===== src/rtl/tkmc_pkg.sv =====
`default_nettype none
// ----------------------------------------------------------------------------
// tkmc_pkg
// Types, constants and match functions shared by the transmit-key message
// classifier: per-message scan state, verdict codes, record bytes, JSON
// needles and keyword lists.
// ----------------------------------------------------------------------------
package tkmc_pkg;

    localparam int WIN_LEN       = 11;
    localparam int WORD_MAX      = 8;
    localparam int WORD_IDX_W    = $clog2(WORD_MAX);
    localparam int WORD_LEN_W    = $clog2(WORD_MAX + 2);
    localparam int POS_W         = 3;
    localparam int NUM_NEEDLES   = 6;
    localparam int NUM_ON_WORDS  = 8;
    localparam int NUM_OFF_WORDS = 7;

    typedef logic [7:0] byte_t;
    typedef logic [1:0] verdict_t;
    typedef logic [8*WIN_LEN-1:0]  needle_t;
    typedef logic [8*WORD_MAX-1:0] keyword_t;

    localparam verdict_t VERDICT_UNKNOWN = 2'd0;
    localparam verdict_t VERDICT_ON      = 2'd1;
    localparam verdict_t VERDICT_OFF     = 2'd2;

    localparam logic [POS_W-1:0] POS_LAST      = 3'd7;
    localparam logic [POS_W-1:0] POS_RECORD_OK = 3'd6;
    localparam logic [POS_W-1:0] POS_STX       = 3'd0;
    localparam logic [POS_W-1:0] POS_LEN_HI    = 3'd1;
    localparam logic [POS_W-1:0] POS_LEN_LO    = 3'd2;
    localparam logic [POS_W-1:0] POS_KIND      = 3'd3;
    localparam logic [POS_W-1:0] POS_O         = 3'd4;
    localparam logic [POS_W-1:0] POS_T         = 3'd5;

    localparam byte_t REC_STX    = 8'h02;
    localparam byte_t REC_LEN_HI = 8'h00;
    localparam byte_t REC_LEN_LO = 8'h03;
    localparam byte_t REC_START  = "S";
    localparam byte_t REC_END    = "E";
    localparam byte_t REC_O      = "O";
    localparam byte_t REC_T      = "T";
    localparam byte_t OPEN_BRACE = "{";
    localparam byte_t CHAR_SPACE = 8'h20;
    localparam byte_t CHAR_TAB   = 8'h09;
    localparam byte_t CHAR_CR    = 8'h0D;
    localparam byte_t LOWER_A    = "a";
    localparam byte_t LOWER_Z    = "z";
    localparam byte_t CASE_DELTA = 8'd32;

    localparam needle_t ON_NEEDLES [NUM_NEEDLES] = '{
        "\"ptt\":true", "\"tx\":true", "\"key\":true",
        "\"ptt\":1", "\"tx\":1", "\"key\":1"
    };
    localparam int ON_NEEDLE_LEN [NUM_NEEDLES] = '{10, 9, 10, 7, 6, 7};

    localparam needle_t OFF_NEEDLES [NUM_NEEDLES] = '{
        "\"ptt\":false", "\"tx\":false", "\"key\":false",
        "\"ptt\":0", "\"tx\":0", "\"key\":0"
    };
    localparam int OFF_NEEDLE_LEN [NUM_NEEDLES] = '{11, 10, 11, 7, 6, 7};

    localparam keyword_t ON_WORDS [NUM_ON_WORDS] = '{
        "1", "ON", "TX", "PTT", "PTT_ON", "KEYDOWN", {"KEY_", "DOWN"}, "SOT"
    };
    localparam int ON_WORD_LEN [NUM_ON_WORDS] = '{1, 2, 2, 3, 6, 7, 8, 3};

    localparam keyword_t OFF_WORDS [NUM_OFF_WORDS] = '{
        "0", "OFF", "RX", "PTT_OFF", "KEYUP", "KEY_UP", "EOT"
    };
    localparam int OFF_WORD_LEN [NUM_OFF_WORDS] = '{1, 3, 2, 7, 5, 6, 3};

    typedef struct packed {
        logic [POS_W-1:0]             byte_position;
        logic                         record_still_matching;
        logic                         record_is_start;
        logic                         content_seen;
        logic                         brace_mode;
        byte_t [WIN_LEN-1:0]          recent_bytes;
        logic                         found_true_key;
        logic                         found_false_key;
        byte_t [WORD_MAX-1:0]         word_buffer;
        logic [WORD_LEN_W-1:0]        word_length;
        logic                         space_after_word;
        logic                         word_spoiled;
    } tkmc_state_t;

    function automatic tkmc_state_t clear_state();
        tkmc_state_t s;
        s = '0;
        s.record_still_matching = 1'b1;
        return s;
    endfunction

    // newest byte at index 0, needle right-justified (last char in bits 7:0)
    function automatic logic window_ends(input byte_t [WIN_LEN-1:0] win,
                                         input needle_t needle, input int len);
        logic hit;
        hit = 1'b1;
        for (int k = 0; k < WIN_LEN; k++) begin
            if (k < len && win[k] != needle[8*k +: 8]) begin
                hit = 1'b0;
            end
        end
        return hit;
    endfunction

    function automatic logic word_is(input byte_t [WORD_MAX-1:0] buffer,
                                     input logic [WORD_LEN_W-1:0] wlen,
                                     input keyword_t kw, input int len);
        logic     hit;
        keyword_t aligned;
        aligned = kw << (8 * (WORD_MAX - len));
        hit = (wlen == WORD_LEN_W'(len));
        for (int i = 0; i < WORD_MAX; i++) begin
            if (i < len && buffer[i] != aligned[8*(WORD_MAX-1-i) +: 8]) begin
                hit = 1'b0;
            end
        end
        return hit;
    endfunction

endpackage
`default_nettype wire


===== src/rtl/tkmc_update.sv =====
`default_nettype none
// ----------------------------------------------------------------------------
// tkmc_update
// Next-state logic for one message byte: record header tracking, sliding
// window needle search, and trimmed upper-case word capture.
// ----------------------------------------------------------------------------
module tkmc_update (
    input  wire tkmc_pkg::tkmc_state_t state_cur,
    input  wire tkmc_pkg::byte_t       msg_byte,
    output tkmc_pkg::tkmc_state_t      state_next
);
    import tkmc_pkg::*;

    logic  is_ws;
    logic  rec_ok;
    byte_t upper_byte;

    assign is_ws = (msg_byte == CHAR_SPACE) ||
                   (msg_byte >= CHAR_TAB && msg_byte <= CHAR_CR);
    assign upper_byte = (msg_byte >= LOWER_A && msg_byte <= LOWER_Z) ?
                        (msg_byte - CASE_DELTA) : msg_byte;

    always_comb begin
        state_next = state_cur;
        rec_ok     = 1'b1;

        if (state_cur.record_still_matching) begin
            unique case (state_cur.byte_position)
                POS_STX:    rec_ok = (msg_byte == REC_STX);
                POS_LEN_HI: rec_ok = (msg_byte == REC_LEN_HI);
                POS_LEN_LO: rec_ok = (msg_byte == REC_LEN_LO);
                POS_KIND: begin
                    if (msg_byte == REC_START) begin
                        state_next.record_is_start = 1'b1;
                    end else if (msg_byte == REC_END) begin
                        state_next.record_is_start = 1'b0;
                    end else begin
                        rec_ok = 1'b0;
                    end
                end
                POS_O:      rec_ok = (msg_byte == REC_O);
                POS_T:      rec_ok = (msg_byte == REC_T);
                default:    rec_ok = 1'b1;
            endcase
            if (!rec_ok) begin
                state_next.record_still_matching = 1'b0;
            end
        end
        if (state_cur.byte_position < POS_LAST) begin
            state_next.byte_position = state_cur.byte_position + 1'b1;
        end

        // shift window, newest byte at index 0
        state_next.recent_bytes = {state_cur.recent_bytes[WIN_LEN-2:0], msg_byte};
        for (int i = 0; i < NUM_NEEDLES; i++) begin
            if (window_ends(state_next.recent_bytes, ON_NEEDLES[i], ON_NEEDLE_LEN[i])) begin
                state_next.found_true_key = 1'b1;
            end
            if (window_ends(state_next.recent_bytes, OFF_NEEDLES[i],
                            OFF_NEEDLE_LEN[i])) begin
                state_next.found_false_key = 1'b1;
            end
        end

        if (!is_ws) begin
            if (!state_cur.content_seen) begin
                state_next.content_seen = 1'b1;
                state_next.brace_mode   = (msg_byte == OPEN_BRACE);
            end else if (state_cur.space_after_word) begin
                state_next.word_spoiled = 1'b1;
            end
            if (state_cur.word_length < WORD_LEN_W'(WORD_MAX)) begin
                state_next.word_buffer[state_cur.word_length[WORD_IDX_W-1:0]] = upper_byte;
            end
            if (state_cur.word_length < WORD_LEN_W'(WORD_MAX + 1)) begin
                state_next.word_length = state_cur.word_length + 1'b1;
            end
            state_next.space_after_word = 1'b0;
        end else if (state_cur.content_seen) begin
            state_next.space_after_word = 1'b1;
        end
    end

endmodule
`default_nettype wire


===== src/rtl/tkmc_decide.sv =====
`default_nettype none
// ----------------------------------------------------------------------------
// tkmc_decide
// Verdict from the scan state after the last byte: record first, then
// brace-mode key flags, then exact keyword match.
// ----------------------------------------------------------------------------
module tkmc_decide (
    input  wire tkmc_pkg::tkmc_state_t state_in,
    output tkmc_pkg::verdict_t         verdict
);
    import tkmc_pkg::*;

    logic on_hit;
    logic off_hit;

    always_comb begin
        on_hit  = 1'b0;
        off_hit = 1'b0;
        for (int i = 0; i < NUM_ON_WORDS; i++) begin
            if (word_is(state_in.word_buffer, state_in.word_length,
                        ON_WORDS[i], ON_WORD_LEN[i])) begin
                on_hit = 1'b1;
            end
        end
        for (int i = 0; i < NUM_OFF_WORDS; i++) begin
            if (word_is(state_in.word_buffer, state_in.word_length,
                        OFF_WORDS[i], OFF_WORD_LEN[i])) begin
                off_hit = 1'b1;
            end
        end
    end

    always_comb begin
        if (state_in.record_still_matching && state_in.byte_position >= POS_RECORD_OK) begin
            verdict = state_in.record_is_start ? VERDICT_ON : VERDICT_OFF;
        end else if (!state_in.content_seen) begin
            verdict = VERDICT_UNKNOWN;
        end else if (state_in.brace_mode) begin
            if (state_in.found_true_key) begin
                verdict = VERDICT_ON;
            end else if (state_in.found_false_key) begin
                verdict = VERDICT_OFF;
            end else begin
                verdict = VERDICT_UNKNOWN;
            end
        end else if (state_in.word_spoiled ||
                     state_in.word_length > WORD_LEN_W'(WORD_MAX)) begin
            verdict = VERDICT_UNKNOWN;
        end else if (on_hit) begin
            verdict = VERDICT_ON;
        end else if (off_hit) begin
            verdict = VERDICT_OFF;
        end else begin
            verdict = VERDICT_UNKNOWN;
        end
    end

endmodule
`default_nettype wire


===== src/rtl/tx_key_message_classifier_core.sv =====
`default_nettype none
// ----------------------------------------------------------------------------
// tx_key_message_classifier_core
// The verdict is registered and is valid in the cycle after the final byte's transfer.
// Throughput: one byte per cycle while s_ready is high; the state register
// updates on every transfer, the verdict register on a final byte's transfer.
// A byte is taken while the verdict register is empty or being drained.
// Reset clears the scan state to an empty message and empties the output.
// ----------------------------------------------------------------------------
module tx_key_message_classifier_core (
    input  wire                     aclk,
    input  wire                     aresetn,
    input  wire                     s_valid,
    output logic                    s_ready,
    input  wire  tkmc_pkg::byte_t   s_msg_byte,
    input  wire                     s_final_byte,
    output logic                    m_valid,
    input  wire                     m_ready,
    output tkmc_pkg::verdict_t      m_verdict
);
    import tkmc_pkg::*;

    tkmc_state_t state_reg;
    tkmc_state_t state_next;
    logic        m_valid_reg;
    verdict_t    m_verdict_reg;
    verdict_t    verdict_next;
    logic        s_xfer;

    tkmc_update u_update (
        .state_cur  (state_reg),
        .msg_byte   (s_msg_byte),
        .state_next (state_next)
    );

    tkmc_decide u_decide (
        .state_in (state_next),
        .verdict  (verdict_next)
    );

    assign s_ready   = !m_valid_reg || m_ready;
    assign s_xfer    = s_valid && s_ready;
    assign m_valid   = m_valid_reg;
    assign m_verdict = m_verdict_reg;

    always_ff @(posedge aclk) begin
        if (!aresetn) begin
            state_reg   <= clear_state();
            m_valid_reg <= 1'b0;
        end else begin
            if (s_xfer) begin
                state_reg <= s_final_byte ? clear_state() : state_next;
            end
            if (s_xfer && s_final_byte) begin
                m_valid_reg <= 1'b1;
            end else if (m_ready) begin
                m_valid_reg <= 1'b0;
            end
        end
    end

    always_ff @(posedge aclk) begin
        if (s_xfer && s_final_byte) begin
            m_verdict_reg <= verdict_next;
        end
    end

endmodule
`default_nettype wire

===== config.mk =====
export PLATFORM = sky130hd
export DESIGN_NAME = tx_key_message_classifier_core
export DESIGN_NICKNAME = d
export VERILOG_FILES = /design/src/rtl/tkmc_pkg.sv /design/src/rtl/tkmc_update.sv /design/src/rtl/tkmc_decide.sv /design/src/rtl/tx_key_message_classifier_core.sv
export SDC_FILE = /design/constraint.sdc
export NUM_CORES = 1
export LEC_CHECK = 0
export ABC_AREA = 1
export BUFFER_PORTS_ARGS = -buffer_cell sky130_fd_sc_hd__buf_4
export CAP_MARGIN = 20
export CORE_MARGIN = 2
export CORE_UTILIZATION = 35
export DETAILED_ROUTE_END_ITERATION = 16
export PLACE_DENSITY = 0.46
export SLEW_MARGIN = 20
export SYNTH_ARGS = -nofsm -noshare
export SYNTH_HDL_FRONTEND = slang
export SYNTH_SLANG_ARGS = --single-unit

===== constraint.sdc =====
create_clock -name aclk -period 2.6 [get_ports aclk]
set_input_delay 0 -clock aclk [delete_from_list [all_inputs] [get_ports aclk]]
set_output_delay 0 -clock aclk [all_outputs]
set_load 0.02 [all_outputs]

==> flow_metrics.tcl <==
set metrics [dict create \
    status "finished clean" \
    cts_tree "done" \
    synth_commonest_cells "nand2_1 (698), dfxtp_1 (160), a21oi_1 (159)" \
    hpwl_um 24300 \
    worst-path-max-fanout 5 \
    yosysMostFrequentCell "nand2_1" \
    synthTopCellsByArea "dfxtp_1 (32%), nand2_1 (26%), a21oi_1 (7.9%)" \
    clkTransAtPathRegs_ns 0.08 \
    worstPathRequired_ns 2.89 \
    yosysUniqueCellTypes 50 \
    grt_use_met1 0.335 \
    antenna_found_initial 1 \
    cp-start-kind "flip-flop" \
    syn_area_um2 10100 \
    seq_area_frac_synth 0.323 \
    post-synth-top-area-cell "dfxtp_1" \
    final-setup-viol-count 0 \
    period_needed_ns 2.52 \
    vdd_drop_max_v 0.000456 \
    clock.fmax_mhz 397 \
    use_met2 0.347 \
    cts-root-buf "clkbuf_16" \
    slew_violations 0 \
    top_usage_layer "met2" \
    cp-end-kind "flip-flop" \
    largest_reg_flops 159 \
    cp.arrival_ns 2.81 \
    synth_cells 1701 \
    syn_nets 1723 \
    grt_start_max_net_pins 128 \
    drive_gt1_frac 0.178 \
    placementRows 62 \
    final_hold_viol_count 0 \
    fin_crit_sh 0.969 \
    antenna_left 0 \
    gp_congestion 0.866 \
    grt_pass1_vias 10200 \
    hold_path_class "in -> reg" \
    relSlewSlack 0.494 \
    ys_async_sr_fraction 0 \
    pin_count 17 \
    rsz0062_at_grt "yes" \
    layout_setup_ws_ns 0.0818 \
    drc_errors 0 \
    die_x_um 174 \
    ctsHtreeMaxLevel 4 \
    synth_seq_cells 162 \
    place_area_um2 11500 \
    clk_latency_ns 0.45 \
    core_area_um2 28500 \
    via_count 10900 \
    numCtsBuffers 17 \
    fin_nets 1842 \
    grt_usage 0.228 \
    final_core_util 0.439 \
    clock_sink_count 162 \
    grt_pass1_wl_um 55100 \
    p_per_area_nw_per_um2 466 \
    overflow 0 \
    netlist.area_leader.share 0.318 \
    p_leak_nw 5.22 \
    die_area_um2 30200 \
    drt-vias-per-instance 4.91 \
    wl_um 34500 \
    syn_to_final_growth_pct 24.3 \
    worst_slew_pin_slew_ns 0.760 \
    drtPass1Iterations 5 \
    clk_path_buf_depth 2 \
    nFillCells 3165 \
    wire_per_inst_um 15.6 \
    synth.avg_cell_area_um2 5.93 \
    fin_area_um2 12500 \
    portBuffers 16 \
    synth-main-ff-cell "dfxtp_1" \
    drtIter0Drc 735 \
    ys_warn_count 0 \
    maxCapViolCount 0 \
    start_util 0.353 \
    met3_usage 0.0371 \
    die_y_um 174 \
    synth_edf_count 2 \
    place_ws_ns -0.132 \
    path_class "reg -> reg" \
    finClkSkew_ns 0.0200 \
]
-- layout by cell type (no fill, tap or decap), types with 5 or more instances in the layout --
master / count
nand2_1: 683
buf_4: 161
a21oi_1: 158
dfxtp_1: 156
inv_1: 142
nor2_1: 105
nand3_1: 77
o21ai_0: 48
nor3_1: 28
nand4_1: 26
nand2_2: 23
nor2_2: 21
inv_2: 20
clkbuf_16: 17
nor4_1: 16
o21ai_1: 15
nor2_4: 13
nand2_4: 9
ha_1: 7
buf_12: 7
nand3b_1: 6
dlygate4sd3_1: 6
nand3_2: 5
-- path summary, 6_finish.rpt --
kind / start / endpoint / slack (ns) / cells after the start
worst max-delay path: state_reg[2]$_SDFFE_PN0P_ / m_verdict[0]$_DFFE_PP_ / 0.08 / 20
worst min-delay path: s_msg_byte[4] / state_reg[76]$_SDFFE_PN0P_ / 0.02 / 4
worst max register to register: state_reg[2]$_SDFFE_PN0P_ / m_verdict[0]$_DFFE_PP_ / 0.08 / 20
worst min register to register: state_reg[147]$_SDFFE_PN0P_ / state_reg[147]$_SDFFE_PN0P_ / 0.46 / 2
-- cells by family after synthesis --
logic type,synth area share
AO/OA/AOI/OAI,0.136
XOR/XNOR,0.00174
adder cells (fa/ha/maj),0.0112
buffers and inverters,0.103
flip-flops,0.323
AND/OR/NAND/NOR,0.424
-- per-stage QoR --
step	std cells	TNS, ns	hold slack (ns)	power (mW)
2_1_floorplan	1701	0	0.0976	3.05
3_3_place_gp	2168	-0.0842	0.227	3.36
3_5_place_dp	2168	-0.132	0.234	3.36
4_1_cts	2204	0	0.00722	5.84
5_1_grt	2215	-0.194	0.0113	6.07
6_report	2216	0	0.0154	5.85
-- timing repair --
item                                   CTS  global route
setup buffers                            0            10
hold buffers                             6             0
gates cloned                             0             1
pin swaps                                0            26
gates resized for setup                  5            94
endpoints found under the hold margin    8             0
setup endpoints to repair                1             2
-- worst max-delay path, cell delays in order, from the launching register on --
cell and delay [ns]:
dfxtp_4 0.38, buf_8 0.13, ha_4 0.16, xnor2_2 0.13
nand2_1 0.07, o31ai_2 0.06, nand2_1 0.11, nand2_2 0.13
buf_6 0.11, nand2_4 0.05, nor3_4 0.19, nand2_1 0.09
nor2_2 0.12, nand2_1 0.06, nor2_1 0.12, nand3_1 0.08
nor2_1 0.09, nor2_1 0.05, nand2_1 0.06, nand2_1 0.06
a21oi_2 0.14
-- report_power, final --
part	leakage (nW)	internal, mW	switching [mW]
clock network	0.255	1.26	1.21
registers	1.31	2.51	0.0242
logic	3.66	0.286	0.554
-- per-layer routing --
layer	vias to the layer above	routed length, um	share of wire
met2	206	14500	0.42
met4	0	542	0.016
met5	-	0	0
li1	5663	-	-
met3	29	1360	0.039
met1	4979	18100	0.52
-- cell type report --
cell class	instances	area, um2	share of cell area
Multi-Input combinational cell	1292	6120	0.488
Clock inverter	12	101	0.00808
Antenna cell	1	2.50	0.000200
Timing Repair Buffer	179	1470	0.117
Tap cell	384	480	0.0383
Clock buffer	18	439	0.0350
Inverter	168	651	0.0519
Sequential cell	162	3270	0.261
Note: power is estimated with default switching activity, not from simulation.
